File: src/sv/itoa_pkg.sv
// itoa_pkg: shared types, character codes and helpers for the int64 to ASCII formatter.
// Used by itoa_front, itoa_fifo, itoa_back and the top level; depends on nothing.
package itoa_pkg;

    localparam int VALUE_W       = 64;
    localparam int DEC_DIGITS    = 20;
    localparam int HEX_DIGITS    = 16;
    localparam int BCD_W         = DEC_DIGITS * 4;
    localparam int BITS_PER_STEP = 4;
    localparam int CONV_STEPS    = VALUE_W / BITS_PER_STEP;

    localparam logic [7:0] CH_MINUS = 8'h2D;
    localparam logic [7:0] CH_ZERO  = 8'h30;
    localparam logic [7:0] CH_X_LO  = 8'h78;
    localparam logic [7:0] CH_X_UP  = 8'h58;
    localparam logic [7:0] CH_A_LO  = 8'h61;
    localparam logic [7:0] CH_A_UP  = 8'h41;
    localparam logic [7:0] CH_L     = 8'h6C;

    typedef struct packed {
        logic [VALUE_W-1:0] mag;
        logic               hex;
        logic               upper;
        logic               neg;
    } itoa_item_t;

    function automatic logic [7:0] digit_char(input logic [3:0] d, input logic upper);
        logic [7:0] c;
        if (d < 4'd10)
        begin
            c = CH_ZERO + {4'd0, d};
        end
        else
        begin
            c = (upper ? CH_A_UP : CH_A_LO) + {4'd0, d} - 8'd10;
        end
        return c;
    endfunction

endpackage

File: src/sv/itoa_front.sv
// itoa_front: accepts requests, forms the unsigned magnitude and sign, classifies radix/case.
// Depends on itoa_pkg.
module itoa_front (
    input  logic                            in_valid,
    output logic                            in_ready,
    input  logic signed [63:0]              value,
    input  logic                            radix_hex,
    input  logic                            upper_case,
    input  logic                            q_full,
    output logic                            q_push,
    output itoa_pkg::itoa_item_t            q_item
);

    logic neg;

    assign neg      = value[63];
    assign in_ready = !q_full;
    assign q_push   = in_valid && !q_full;

    always_comb
    begin
        q_item.mag   = neg ? (64'd0 - 64'(value)) : 64'(value);
        q_item.hex   = radix_hex;
        q_item.upper = upper_case;
        q_item.neg   = neg;
    end

endmodule

File: src/sv/itoa_fifo.sv
// itoa_fifo: short request queue between front and back.
// Depends on itoa_pkg.
module itoa_fifo #(
    parameter int DEPTH = 2
) (
    input  logic                 clk,
    input  logic                 rst_n,
    input  logic                 push,
    input  itoa_pkg::itoa_item_t wr_item,
    output logic                 full,
    input  logic                 pop,
    output logic                 empty,
    output itoa_pkg::itoa_item_t rd_item
);

    localparam int PTR_W = (DEPTH > 1) ? $clog2(DEPTH) : 1;
    localparam int CNT_W = $clog2(DEPTH + 1);
    localparam logic [PTR_W-1:0] PTR_LAST = PTR_W'(DEPTH - 1);
    localparam logic [CNT_W-1:0] CNT_FULL = CNT_W'(DEPTH);

    itoa_pkg::itoa_item_t mem [DEPTH];
    logic [PTR_W-1:0] wptr_reg;
    logic [PTR_W-1:0] rptr_reg;
    logic [CNT_W-1:0] cnt_reg;
    logic do_push;
    logic do_pop;

    assign full    = (cnt_reg == CNT_FULL);
    assign empty   = (cnt_reg == '0);
    assign do_push = push && !full;
    assign do_pop  = pop && !empty;
    assign rd_item = mem[rptr_reg];

    always_ff @(posedge clk)
    begin
        if (do_push)
        begin
            mem[wptr_reg] <= wr_item;
        end
    end

    always_ff @(posedge clk or negedge rst_n)
    begin
        if (!rst_n)
        begin
            wptr_reg <= '0;
            rptr_reg <= '0;
            cnt_reg  <= '0;
        end
        else
        begin
            if (do_push)
            begin
                wptr_reg <= (wptr_reg == PTR_LAST) ? '0 : wptr_reg + 1'b1;
            end
            if (do_pop)
            begin
                rptr_reg <= (rptr_reg == PTR_LAST) ? '0 : rptr_reg + 1'b1;
            end
            if (do_push && !do_pop)
            begin
                cnt_reg <= cnt_reg + 1'b1;
            end
            else if (do_pop && !do_push)
            begin
                cnt_reg <= cnt_reg - 1'b1;
            end
        end
    end

endmodule

File: src/sv/itoa_back.sv
// itoa_back: binary-to-BCD conversion for decimal (4 bits per cycle), digit count, character emission.
// Depends on itoa_pkg; holds the output register.
module itoa_back (
    input  logic                 clk,
    input  logic                 rst_n,
    input  logic                 q_empty,
    input  itoa_pkg::itoa_item_t q_item,
    output logic                 q_pop,
    output logic                 out_valid,
    input  logic                 out_ready,
    output logic [7:0]           character,
    output logic                 last
);

    typedef enum logic [1:0] {S_IDLE, S_CONV, S_COUNT, S_EMIT} state_t;
    typedef enum logic [2:0] {P_SIGN, P_ZERO, P_X, P_DIG, P_L1, P_L2} phase_t;

    localparam int STEP_W = $clog2(itoa_pkg::CONV_STEPS);
    localparam int IDX_W  = $clog2(itoa_pkg::DEC_DIGITS);
    localparam logic [STEP_W-1:0] STEP_LAST = STEP_W'(itoa_pkg::CONV_STEPS - 1);

    state_t                        state_reg;
    phase_t                        phase_reg;
    itoa_pkg::itoa_item_t          item_reg;
    logic [itoa_pkg::VALUE_W-1:0]  shift_reg;
    logic [itoa_pkg::BCD_W-1:0]    bcd_reg;
    logic [STEP_W-1:0]             step_reg;
    logic [IDX_W-1:0]              idx_reg;
    logic                          out_valid_reg;
    logic [7:0]                    char_reg;
    logic                          last_reg;

    logic [itoa_pkg::BCD_W-1:0]    bcd_next;
    logic [itoa_pkg::VALUE_W-1:0]  shift_next;
    logic [IDX_W-1:0]              top_next;
    logic                          emit_ok;
    logic                          emit_fire;
    logic [3:0]                    cur_digit;

    assign q_pop     = (state_reg == S_IDLE) && !q_empty;
    assign emit_ok   = !out_valid_reg || out_ready;
    assign emit_fire = (state_reg == S_EMIT) && emit_ok;
    assign out_valid = out_valid_reg;
    assign character = char_reg;
    assign last      = last_reg;
    assign cur_digit = bcd_reg[idx_reg*4 +: 4];

    // shift-add-3, four bits per cycle
    always_comb
    begin
        bcd_next   = bcd_reg;
        shift_next = shift_reg;
        for (int k = 0; k < itoa_pkg::BITS_PER_STEP; k++)
        begin
            for (int j = 0; j < itoa_pkg::DEC_DIGITS; j++)
            begin
                if (bcd_next[j*4 +: 4] >= 4'd5)
                begin
                    bcd_next[j*4 +: 4] = bcd_next[j*4 +: 4] + 4'd3;
                end
            end
            {bcd_next, shift_next} = {bcd_next[itoa_pkg::BCD_W-2:0], shift_next, 1'b0};
        end
    end

    // index of the most significant nonzero digit, zero if none
    always_comb
    begin
        top_next = '0;
        for (int j = 0; j < itoa_pkg::DEC_DIGITS; j++)
        begin
            if (bcd_reg[j*4 +: 4] != 4'd0)
            begin
                top_next = IDX_W'(j);
            end
        end
    end

    always_ff @(posedge clk or negedge rst_n)
    begin
        if (!rst_n)
        begin
            state_reg     <= S_IDLE;
            phase_reg     <= P_SIGN;
            item_reg      <= '0;
            shift_reg     <= '0;
            bcd_reg       <= '0;
            step_reg      <= '0;
            idx_reg       <= '0;
            out_valid_reg <= 1'b0;
            char_reg      <= '0;
            last_reg      <= 1'b0;
        end
        else
        begin
            if (out_valid_reg && out_ready && !emit_fire)
            begin
                out_valid_reg <= 1'b0;
            end
            case (state_reg)
                S_IDLE:
                begin
                    if (!q_empty)
                    begin
                        item_reg <= q_item;
                        step_reg <= '0;
                        if (q_item.hex)
                        begin
                            bcd_reg   <= {{(itoa_pkg::BCD_W - itoa_pkg::VALUE_W){1'b0}},
                                          q_item.mag};
                            state_reg <= S_COUNT;
                        end
                        else
                        begin
                            bcd_reg   <= '0;
                            shift_reg <= q_item.mag;
                            state_reg <= S_CONV;
                        end
                    end
                end
                S_CONV:
                begin
                    bcd_reg   <= bcd_next;
                    shift_reg <= shift_next;
                    step_reg  <= step_reg + 1'b1;
                    if (step_reg == STEP_LAST)
                    begin
                        state_reg <= S_COUNT;
                    end
                end
                S_COUNT:
                begin
                    idx_reg   <= top_next;
                    phase_reg <= item_reg.neg ? P_SIGN : (item_reg.hex ? P_ZERO : P_DIG);
                    state_reg <= S_EMIT;
                end
                S_EMIT:
                begin
                    if (emit_ok)
                    begin
                        out_valid_reg <= 1'b1;
                        case (phase_reg)
                            P_SIGN:
                            begin
                                char_reg  <= itoa_pkg::CH_MINUS;
                                last_reg  <= 1'b0;
                                phase_reg <= item_reg.hex ? P_ZERO : P_DIG;
                            end
                            P_ZERO:
                            begin
                                char_reg  <= itoa_pkg::CH_ZERO;
                                last_reg  <= 1'b0;
                                phase_reg <= P_X;
                            end
                            P_X:
                            begin
                                char_reg  <= item_reg.upper ? itoa_pkg::CH_X_UP
                                                            : itoa_pkg::CH_X_LO;
                                last_reg  <= 1'b0;
                                phase_reg <= P_DIG;
                            end
                            P_DIG:
                            begin
                                char_reg <= itoa_pkg::digit_char(cur_digit, item_reg.upper);
                                if (idx_reg == '0)
                                begin
                                    if (item_reg.hex)
                                    begin
                                        last_reg  <= 1'b1;
                                        state_reg <= S_IDLE;
                                    end
                                    else
                                    begin
                                        last_reg  <= 1'b0;
                                        phase_reg <= P_L1;
                                    end
                                end
                                else
                                begin
                                    last_reg <= 1'b0;
                                    idx_reg  <= idx_reg - 1'b1;
                                end
                            end
                            P_L1:
                            begin
                                char_reg  <= itoa_pkg::CH_L;
                                last_reg  <= 1'b0;
                                phase_reg <= P_L2;
                            end
                            P_L2:
                            begin
                                char_reg  <= itoa_pkg::CH_L;
                                last_reg  <= 1'b1;
                                state_reg <= S_IDLE;
                            end
                            default:
                            begin
                                char_reg  <= itoa_pkg::CH_L;
                                last_reg  <= 1'b1;
                                state_reg <= S_IDLE;
                            end
                        endcase
                    end
                end
                default:
                begin
                    state_reg <= S_IDLE;
                end
            endcase
        end
    end

endmodule

File: src/sv/int64_to_ascii_formatter.sv
// int64_to_ascii_formatter: top level; front, request queue and back end.
// Depends on itoa_pkg, itoa_front, itoa_fifo, itoa_back.
//
// Formats a signed 64-bit value as ASCII text, one character per output request, most
// significant first, with last set on the final character: decimal as [-]digits"ll", hex as
// [-]0x/0X digits. The back end fetches a request from the queue, then, in decimal mode only,
// runs shift-add-3 conversion (4 bits per cycle), then finds the leading digit and emits one
// character per cycle while out_ready is high. The queue of QUEUE_DEPTH requests lets the
// input side keep accepting while the back end works.
module int64_to_ascii_formatter #(
    parameter int QUEUE_DEPTH = 2
) (
    input  logic               clk,
    input  logic               rst_n,
    input  logic               in_valid,
    output logic               in_ready,
    input  logic signed [63:0] value,
    input  logic               radix_hex,
    input  logic               upper_case,
    output logic               out_valid,
    input  logic               out_ready,
    output logic [7:0]         character,
    output logic               last
);

    itoa_pkg::itoa_item_t push_item;
    itoa_pkg::itoa_item_t pop_item;
    logic                 q_full;
    logic                 q_empty;
    logic                 q_push;
    logic                 q_pop;

    itoa_front u_front (
        .in_valid   (in_valid),
        .in_ready   (in_ready),
        .value      (value),
        .radix_hex  (radix_hex),
        .upper_case (upper_case),
        .q_full     (q_full),
        .q_push     (q_push),
        .q_item     (push_item)
    );

    itoa_fifo #(
        .DEPTH (QUEUE_DEPTH)
    ) u_fifo (
        .clk     (clk),
        .rst_n   (rst_n),
        .push    (q_push),
        .wr_item (push_item),
        .full    (q_full),
        .pop     (q_pop),
        .empty   (q_empty),
        .rd_item (pop_item)
    );

    itoa_back u_back (
        .clk       (clk),
        .rst_n     (rst_n),
        .q_empty   (q_empty),
        .q_item    (pop_item),
        .q_pop     (q_pop),
        .out_valid (out_valid),
        .out_ready (out_ready),
        .character (character),
        .last      (last)
    );

endmodule

File: config.mk
export PLATFORM = sky130hd
export DESIGN_NAME = int64_to_ascii_formatter
export DESIGN_NICKNAME = d
export VERILOG_FILES = /design/src/sv/itoa_pkg.sv /design/src/sv/itoa_front.sv /design/src/sv/itoa_fifo.sv /design/src/sv/itoa_back.sv /design/src/sv/int64_to_ascii_formatter.sv
export SDC_FILE = /design/constraint.sdc
export NUM_CORES = 1
export LEC_CHECK = 0
export BUFFER_PORTS_ARGS = -buffer_cell sky130_fd_sc_hd__buf_4
export CORE_MARGIN = 2
export CORE_UTILIZATION = 45
export CTS_CLUSTER_DIAMETER = 60
export CTS_CLUSTER_SIZE = 30
export DETAILED_ROUTE_END_ITERATION = 10
export PLACE_DENSITY = 0.69
export SYNTH_ARGS = -nofsm -noshare
export SYNTH_HDL_FRONTEND = slang
export SYNTH_HIERARCHICAL = 1
export SYNTH_SLANG_ARGS = --single-unit
File: constraint.sdc
create_clock -name clk -period 9.4 [get_ports clk]
set_clock_uncertainty 0.2 [all_clocks]
set_input_delay 1.88 -clock clk [delete_from_list [all_inputs] [get_ports clk]]
set_output_delay 1.88 -clock clk [all_outputs]
set_load 0.005 [all_outputs]
## Word level (Yosys, flattened, before mapping)

Memories as Yosys holds them, arrays and structs flattened.
Index checks and enable logic that the tools add are counted.

- Register bits: 175
- ROM bits: 0
- Bits in writable memories: 134
- Memories: 1
- Input bits: 70
- Bits in latches: 0

- Order comparisons: 81
- Add/subtract/negate cells: 90
- Multipliers: 0
- Bitwise logic cells: 1
- Eq/ne operators: 20
- Reductions and logical operators: 50
- Shifts and indexed selects: 1
- Multiplexer cells: 143
- Div/mod/pow operators: 0

Memories:

| memory | words | width | rd ports | clocked after Yosys merged registers in | write ports | RTL line | RTL |
|---|---|---|---|---|---|---|---|
| u_fifo.mem | 2 | 67 | 1 | 0 | 1 | itoa_fifo.sv:21 | `itoa_pkg::itoa_item_t mem [DEPTH];` |

Operators by type and width:

| operator | count |
|---|---|
| $mux W4 | 85 |
| $ge A4 B3 Y1 const B | 80 |
| $add A4 B2 Y4 const B | 76 |
| $mux W64 | 4 |
| $pmux W80 S2 | 1 |
| $pmux W64 S2 | 1 |
| $mux W80 | 1 |
| $shiftx A80 B8 Y4 | 1 |
| $reduce_bool A4 Y1 | 19 |
| $sub A1 B64 Y64 const A | 1 |
| $mux W3 | 12 |
| $mux W5 | 7 |
| $pmux W8 S4 | 1 |
| $mux W2 | 11 |
| $pmux W3 S5 | 1 |
| $add A3 B2 Y3 const B | 4 |
| $mux W6 | 2 |
| $mux W1 | 10 |
| $ne A2 B2 Y1 const B | 5 |
| $pmux W5 S2 | 1 |
| $logic_and A1 B1 Y1 | 9 |
| $add A8 B4 Y8 | 1 |
| $mux W8 | 1 |
| $pmux W2 S4 | 1 |
| other kinds (35) | 51 |

## Longest topological paths before layout

Gate-level depths: netlist of run 1.

- Depth after elaboration: 21
- Mapped depth: 20
- Mapped depth without buffers: 20

## Hierarchy

The synthesis of run 1 kept the hierarchy.

By module, submodules not included:

| module | cells each | area each (um2) | sequential area each (um2) | instances |
|---|---|---|---|---|
| itoa_back | 2205 | 17336.6 | 4254.1 | 1 |
| itoa_fifo | 228 | 5122.4 | 4124.0 | 1 |
| itoa_front | 206 | 1546.5 | 0.0 | 1 |

## Worst setup path after synthesis of run 1

No wires, ideal clock.

- Kind: input -> register
- From: in in_valid
- To: mem u_fifo/mem[0][0] (netlist name), enable pin
- Arrival time: 4922 ps
- Stages: 3
- Slack: 3786 ps
- Required time: 8708 ps
- Buffers on the path: 0
- Cells stage by stage: nor2b_1 -> nand2_1 -> nor2_1

- Cells in the longest elaborated chain, start to end: 4

Ends and longest elaborated chain:

| item | RTL line | RTL |
|---|---|---|
| from (decl) | int64_to_ascii_formatter.sv:15 | `input logic in_valid,` |
| $logic_and A1 B1 Y1 | itoa_front.sv:18 | `assign q_push = in_valid && !q_full;` |
| $logic_and A1 B1 Y1 | itoa_fifo.sv:30 | `assign do_push = push && !full;` |
| $mux W1 | itoa_fifo.sv:36 | `if (do_push)` |
| $mux W1 (not written as such) | itoa_fifo.sv:38 | `mem[wptr_reg] <= wr_item;` |
| to (decl) | itoa_fifo.sv:21 |  |

Every way passes these cells.

## Worst setup path after layout of run 1

- From: reg u_back/bcd_reg[44] (netlist name)
- To: reg u_back/bcd_reg[46] (netlist name)

- Cells in the longest elaborated chain, start to end: 9

Ends and longest elaborated chain:

| item | RTL line | RTL |
|---|---|---|
| from (decl) | itoa_back.sv:26 | `logic [itoa_pkg::BCD_W-1:0] bcd_reg;` |
| from (signal assigned) | itoa_back.sv:109 | `bcd_reg <= {{(itoa_pkg::BCD_W - itoa_pkg::VALUE_W){1'b0}},` |
| from (signal assigned) | itoa_back.sv:123 | `bcd_reg <= bcd_next;` |
| $add A4 B2 Y4 or $ge A4 B3 Y1 (tied branches) | itoa_back.sv:59, itoa_back.sv:57 |  |
| $mux W4 * | itoa_back.sv:57 | `if (bcd_next[j*4 +: 4] >= 4'd5)` |
| $add A4 B2 Y4 or $ge A4 B3 Y1 (tied branches) | itoa_back.sv:59, itoa_back.sv:57 |  |
| $mux W4 * | itoa_back.sv:57 |  |
| $ge A4 B3 Y1 or $add A4 B2 Y4 (tied branches) | itoa_back.sv:57, itoa_back.sv:59 |  |
| $mux W4 * | itoa_back.sv:57 |  |
| $add A4 B2 Y4 or $ge A4 B3 Y1 (tied branches) | itoa_back.sv:59, itoa_back.sv:57 |  |
| $mux W4 * | itoa_back.sv:57 |  |
| $pmux W80 S2 * | itoa_back.sv:100 | `case (state_reg)` |

Mark *: on every way between the ends. The rest lies on a longest branch, timed or not.
A chain may end at the register's enable or synchronous reset.

==> results of run 1 <==
[Yosys cell counts, types with 17 or more instances]
| library cell | count |
|---|---|
| sky130_fd_sc_hd__a21o_1 | 32 |
| sky130_fd_sc_hd__o21ai_0 | 272 |
| sky130_fd_sc_hd__o211ai_1 | 27 |
| sky130_fd_sc_hd__o22ai_1 | 20 |
| sky130_fd_sc_hd__or2_2 | 28 |
| sky130_fd_sc_hd__mux2_4 | 21 |
| sky130_fd_sc_hd__o21ai_1 | 18 |
| sky130_fd_sc_hd__o21a_1 | 24 |
| sky130_fd_sc_hd__nor2_1 | 148 |
| sky130_fd_sc_hd__xor2_1 | 17 |
| sky130_fd_sc_hd__a211oi_1 | 45 |
| sky130_fd_sc_hd__a31oi_1 | 31 |
| sky130_fd_sc_hd__nor3b_1 | 28 |
| sky130_fd_sc_hd__inv_1 | 114 |
| sky130_fd_sc_hd__nand2b_1 | 50 |
| sky130_fd_sc_hd__or3_1 | 21 |
| sky130_fd_sc_hd__nor2b_1 | 36 |
| sky130_fd_sc_hd__nor3_1 | 42 |
| sky130_fd_sc_hd__a21oi_1 | 147 |
| sky130_fd_sc_hd__buf_2 | 17 |
| sky130_fd_sc_hd__nand2_1 | 273 |
| sky130_fd_sc_hd__edfxtp_1 | 134 |
| sky130_fd_sc_hd__dfrtp_1 | 174 |
| sky130_fd_sc_hd__mux4_2 | 23 |
| sky130_fd_sc_hd__o21bai_1 | 19 |
| sky130_fd_sc_hd__clkbuf_1 | 105 |
| sky130_fd_sc_hd__xnor2_1 | 104 |
| sky130_fd_sc_hd__o31ai_1 | 29 |
| sky130_fd_sc_hd__mux2_2 | 75 |
| sky130_fd_sc_hd__o221ai_1 | 28 |
| sky130_fd_sc_hd__nand3_1 | 46 |
| sky130_fd_sc_hd__mux2i_1 | 110 |
| sky130_fd_sc_hd__ha_1 | 93 |
[metal layers]
layer	part of all wire	up-vias	track usage
met1	0.45	9882	0.283
met4	0.025	0	0.0596
li1	-	9815	-
met2	0.48	561	0.352
met3	0.045	85	0.0186
met5	0	-	0
[critical path: cells and delay by family, from the launching register on]
kind / cells / cell delay (ps)
simple gates: 5 / 890
compound gates: 8 / 1830
buf+inv: 2 / 220
flops: 1 / 470
fa+ha+maj: 3 / 710
[per-stage QoR]
stage | cells | setup WS [ps] | utilization
6_report | 3339 | 4910 | 0.495
5_1_grt | 3339 | 4640 | 0.495
4_1_cts | 3339 | 5010 | 0.495
3_5_place_dp | 3285 | 4730 | 0.475
3_3_place_gp | 3285 | 4840 | 0.475
2_1_floorplan | 2639 | 3790 | -
[worst min path at each step]
stage	slack (ps)	cells after the start	end	startpoint
2_1_floorplan	250	2	u_back/shift_reg[10]$_DFFE_PN0P_	u_back/shift_reg[10]$_DFFE_PN0P_
3_3_place_gp	260	2	u_back/shift_reg[28]$_DFFE_PN0P_	u_back/shift_reg[28]$_DFFE_PN0P_
3_5_place_dp	270	1	u_back/character[3]$_DFFE_PN0P_	u_back/character[3]$_DFFE_PN0P_
4_1_cts	280	1	u_back/character[3]$_DFFE_PN0P_	u_back/character[3]$_DFFE_PN0P_
5_1_grt	300	1	u_back/character[3]$_DFFE_PN0P_	u_back/character[3]$_DFFE_PN0P_
6_report	280	1	u_back/character[3]$_DFFE_PN0P_	u_back/character[3]$_DFFE_PN0P_
[cell type report]
cell class | count | share of cell area
clock inverters | 25 | 0.0124
well taps | 688 | 0.0330
repair buffers | 95 | 0.0275
clock buffers | 29 | 0.0278
multi-input cells | 2078 | 0.561
flip-flops and latches | 308 | 0.321
inverters | 116 | 0.0168
[cells by family (layout without fill, tap and decap cells)]
group | count (synthesis) | count (layout) | share of synthesized area
muxes | 230 | 230 | 0.117
adders and majority gates | 93 | 93 | 0.0485
xor gates and xnor gates | 125 | 125 | 0.0469
DFF | 308 | 308 | 0.349
and+or+nand+nor | 790 | 790 | 0.169
AOI/OAI and AO/OA | 839 | 839 | 0.226
other | 1 | 1 | 0.000156
buffers and inverters | 253 | 265 | 0.0439
==> results.toml, run 1 <==
[run_status]
outcome = "completed"

[setup_path]
r2r_end = "u_back/bcd_reg[46]$_DFFE_PN0P_"
critPathKind = "reg2reg"
crit_arrival_ps = 4710
crit_path_end_kind = "flip-flop"
cpMostUsedCell = "sky130_fd_sc_hd__ha_1"
timing.reg2reg.setup_slack_ps = 4910
crit_path_max_incr_delay_ps = 470
crit_fanout = 7
kind_of_start_point_of_the_critical_path = "flip-flop"
cp_cell_sequence = "inv_1 -> ha_1 -> nor2b_1 -> o21ai_0 -> or2_2 -> ha_1 -> o21bai_1 -> a211oi_1 -> nor2_1 -> inv_1 -> ha_1 -> nor4_1 -> a221oi_1 -> o32a_1 -> nor2_1 -> o21a_1 -> a21oi_1 -> o21ai_0"
setup.worst_path.start = "u_back/bcd_reg[44]$_DFFE_PN0P_"
worst_r2r_path_depth = 18
crit_path_top_delay_cell = "sky130_fd_sc_hd__dfrtp_1"
worst_r2r_startpoint = "u_back/bcd_reg[44]$_DFFE_PN0P_"
critPathRequiredTime_ps = 9620
crit_path_end = "u_back/bcd_reg[46]$_DFFE_PN0P_"

[sta]
tns_ps = 0
slew_viol_final = 0
tightestPinTransition_ps = 1130
hold_ws_ps = 279
worst_slew_margin_rel = 0.247
max_freq_ghz = 0.223
final.period_utilization = 0.478
count_of_final_setup_violators = 0
grt_setup_unrepaired = "no"
hold_violations = 0
final_critical_period_ps = 4490

[hold_path]
hp-class = "reg2reg"

[grt]
number_of_antenna_violations_at_the_first_check_in_global_routing = 0
global_route.overflow_total = 0
grt_pass1_vias = 19124
global_route.usage.total = 0.208
grt_max_degree = 121
grt_first_pass_wirelength_microns = 96900

[finish]
sequential_cell_area_sq_um = 8380
design_area_sq_um = 26100
final_nets = 2791
fillCellCount = 4700
largest_register_ffs = 134
areaGrowthSynthToFinish_pct = 8.58
layout.cells.most_common_list = "sky130_fd_sc_hd__nand2_1, sky130_fd_sc_hd__o21ai_0, sky130_fd_sc_hd__dfrtp_1, sky130_fd_sc_hd__nor2_1, sky130_fd_sc_hd__a21oi_1"
antenna_cells_inserted = 0
multiInputGateArea_sq_um = 14600
post_route_cells_drive_above_1_share = 0.135

[clock_tree]
cts_max_path_buffers = 3
ctsHoldBuffers = 0
cts_repair_resize_count = 0
clock_tree.htree_level_count = 1
cts_setup_buffers = 0
tritoncts_clock_tree = "done"
path_clk_slew_ps = 70
clk_root_buffer_cell = "sky130_fd_sc_hd__clkbuf_16"
cts_inserted_buffers = 29
clkLatencyLatePin_ps = 580
cts_num_sinks = 308

[logic_synthesis]
async_reset_ff_frac = 0.565
postSynthRegisterBits = 308
synth.area.top_cells = "sky130_fd_sc_hd__dfrtp_1, sky130_fd_sc_hd__edfxtp_1, sky130_fd_sc_hd__o21ai_0"
syn_area_per_cell_sq_um = 9.10
synth_nets = 2802
post-synth-top-area-cell = "sky130_fd_sc_hd__dfrtp_1"
synthesis.instances = 2639
dominantRegCellSynth = "sky130_fd_sc_hd__dfrtp_1"
synth.yosys.warnings = 6
yosys.area.top_type_share = 0.181
synth_edf_count = 134
synth.lib_cells_used.distinct = 102
synthesis.area_sq_um = 24000
synth-seq-area-share = 0.349

[placed_design]
place.gp.congestion = 0.882
placed_cell_area_sq_um = 25000
dpl.hpwl_microns = 44400
portBuffers = 79

[detailed_routing]
initialDrtViolationCount = 1396
drt_wl_total_microns = 60000
ant_nets = 0
route.vias.total = 20343
drcViolationCount = 0
route.detailed.wl_per_inst_microns = 18.0
drt_pre_antenna_iters = 5
mean_number_of_vias_per_cell = 6.09

[flow_run]
drv_cap = 0

[floorplanning]
core_region_area_sq_um = 52700
start_util = 0.456
core.rowCount = 84
dieArea_sq_um = 55200
floorplan.die.height_microns = 235
floorplan.die.width_microns = 235
io_pins = 81
Power of run 1 is left out: the tool's default activity adds up to more than one toggle a clock period on the data nets, which glitch-free logic cannot reach.
==> run 2: changes to the inputs <==
==> constraint.sdc (replaced) <==
create_clock -name clk -period 4.5 [get_ports clk]
set_clock_uncertainty 0.2 [all_clocks]
set_input_delay 0.9 -clock clk [delete_from_list [all_inputs] [get_ports clk]]
set_output_delay 0.9 -clock clk [all_outputs]
set_load 0.005 [all_outputs]
==> run 2 against run 1 <==
  * Sequential share of layout area shrank 0.26 points
  * Wire length is 0.32% lower
  * Via count shrank 1.1%
  * Core utilization rose by 0.41 points
  * Cell area grew 0.83%
  * Setup slack got worse by 4600 ps
  * Critical path depth unchanged
  * First-iteration DRC count grew 6.9%
  * Global-route usage grew 0.13 points
==> results.toml, run 2 (synthesized netlist as in run 1, its figures left out) <==
[run_status]
outcome = "completed"

[setup_path]
kind_of_start_point_of_the_critical_path = "flip-flop"
cp_cell_sequence = "inv_1 -> ha_1 -> nor2b_1 -> o21ai_0 -> or2_2 -> ha_1 -> o21bai_1 -> a211oi_1 -> nor2_1 -> inv_1 -> ha_1 -> a211oi_1 -> a211oi_1 -> o32a_1 -> nor2_1 -> o21ai_0 -> a21bo_2 -> a21o_1"
timing.critical_path.buf_inv = 2
critPathRequiredTime_ps = 4770
crit_fanout = 7
crit_path_max_incr_delay_ps = 450
crit_arrival_ps = 4450
crit_path_end_kind = "flip-flop"
crit_path_top_delay_cell = "sky130_fd_sc_hd__dfrtp_1"
cpLargestDelayFamily = "compound AO/OA/AOI/OAI gates"
critPathKind = "reg2reg"
timing.reg2reg.setup_slack_ps = 320

[clock_tree]
clock_tree.htree_level_count = 1
cts_num_sinks = 308
ctsHoldBuffers = 0
tritoncts_clock_tree = "done"
cts_setup_buffers = 0
cts_repair_resize_count = 0
clkLatencyLatePin_ps = 600
cts_max_path_buffers = 3
clk_root_buffer_cell = "sky130_fd_sc_hd__clkbuf_16"
cts_inserted_buffers = 28
path_clk_slew_ps = 90

[sta]
hold_ws_ps = 135
final_critical_period_ps = 4180
count_of_final_setup_violators = 0
max_freq_ghz = 0.239
tightestPinTransition_ps = 1130
postLayoutSetupSlackWorst_ps = 320
final.period_utilization = 0.929
slew_viol_final = 0
worst_slew_margin_rel = 0.244
hold_violations = 0

[finish]
final_nets = 2799
fillCellCount = 4778
layout.cells.most_common_list = "sky130_fd_sc_hd__nand2_1, sky130_fd_sc_hd__o21ai_0, sky130_fd_sc_hd__dfrtp_1, sky130_fd_sc_hd__nor2_1, sky130_fd_sc_hd__a21oi_1"
instances_no_fill = 3346
areaGrowthSynthToFinish_pct = 9.48
design_area_sq_um = 26300
sequential_cell_area_sq_um = 8380
multiInputGateArea_sq_um = 14700
post_route_cells_drive_above_1_share = 0.141
antenna_cells_inserted = 0
largest_register_ffs = 134

[grt]
grt_pass1_vias = 19268
grt_max_degree = 121
grtUsageMet3 = 0.0206
global_route.usage.total = 0.209
grt_util_met2 = 0.352
global_route.peak_usage_layer = "met2"
grt_first_pass_wirelength_microns = 97200
number_of_antenna_violations_at_the_first_check_in_global_routing = 0
global_route.overflow_total = 0
gr-usage-met1 = 0.282

[placed_design]
place.detailed.instances = 3294
placed_cell_area_sq_um = 25100
portBuffers = 79
dp_worst_setup_slack_ps = 292
dpl.hpwl_microns = 44500
place.gp.congestion = 0.877

[floorplanning]
core.rowCount = 84
io_pins = 81
start_util = 0.456
floorplan.die.height_microns = 235
core_region_area_sq_um = 52700
dieArea_sq_um = 55200
floorplan.die.width_microns = 235

[detailed_routing]
mean_number_of_vias_per_cell = 6.01
drcViolationCount = 0
route.vias.total = 20111
initialDrtViolationCount = 1493
ant_nets = 0
route.detailed.wl_per_inst_microns = 17.9
drt_wl_total_microns = 59800
drt_pre_antenna_iters = 5

[hold_path]
hp-class = "in2async"

[flow_run]
drv_cap = 0
==> run 2: cell types whose count changed in the layout (fill, tap and decap cells not counted), moves of 3 or more <==
cell                        change
sky130_fd_sc_hd__buf_4          +5
sky130_fd_sc_hd__buf_12         +4
sky130_fd_sc_hd__a21oi_1        -3
sky130_fd_sc_hd__a21oi_2        +3
sky130_fd_sc_hd__clkinv_16      +3
==> run 2: per-stage QoR <==
| step | TNS, ps | util |
|---|---|---|
| floorplan | 0 | - |
| global placement | 0 | 0.477 |
| detailed placement | 0 | 0.477 |
| CTS | 0 | 0.498 |
| global route | -9.76 | 0.499 |
| finish | 0 | 0.499 |
==> run 2: final timing paths <==
check,startpoint,cells past startpoint,endpoint
min,rst_n,1,u_back/bcd_reg[37]$_DFFE_PN0P_
min in group clk,upper_case,1,u_fifo/mem[1][1]$_DFFE_PP_
max in group asynchronous,rst_n,2,u_back/shift_reg[20]$_DFFE_PN0P_
max reg2reg,u_back/bcd_reg[48]$_DFFE_PN0P_,18,u_back/bcd_reg[50]$_DFFE_PN0P_
min reg2reg,u_back/character[3]$_DFFE_PN0P_,1,u_back/character[3]$_DFFE_PN0P_
max,u_back/bcd_reg[48]$_DFFE_PN0P_,18,u_back/bcd_reg[50]$_DFFE_PN0P_
==> run 2: area by class of cell <==
cell class / instances / share of cell area
multi-input cells: 2078 / 0.558
clock buffers: 28 / 0.0267
well taps: 688 / 0.0328
flip-flops and latches: 308 / 0.319
clock inverters: 24 / 0.0152
repair buffers: 104 / 0.0318
inverters: 116 / 0.0166
==> run 2: routing by layer <==
| metal | vias up | part of all wire |
|---|---|---|
| met2 | 486 | 0.47 |
| met4 | 0 | 0.031 |
| met5 | - | 0 |
| met3 | 106 | 0.042 |
| met1 | 9698 | 0.46 |
| li1 | 9821 | - |
Power of run 2 is left out for the same reason.
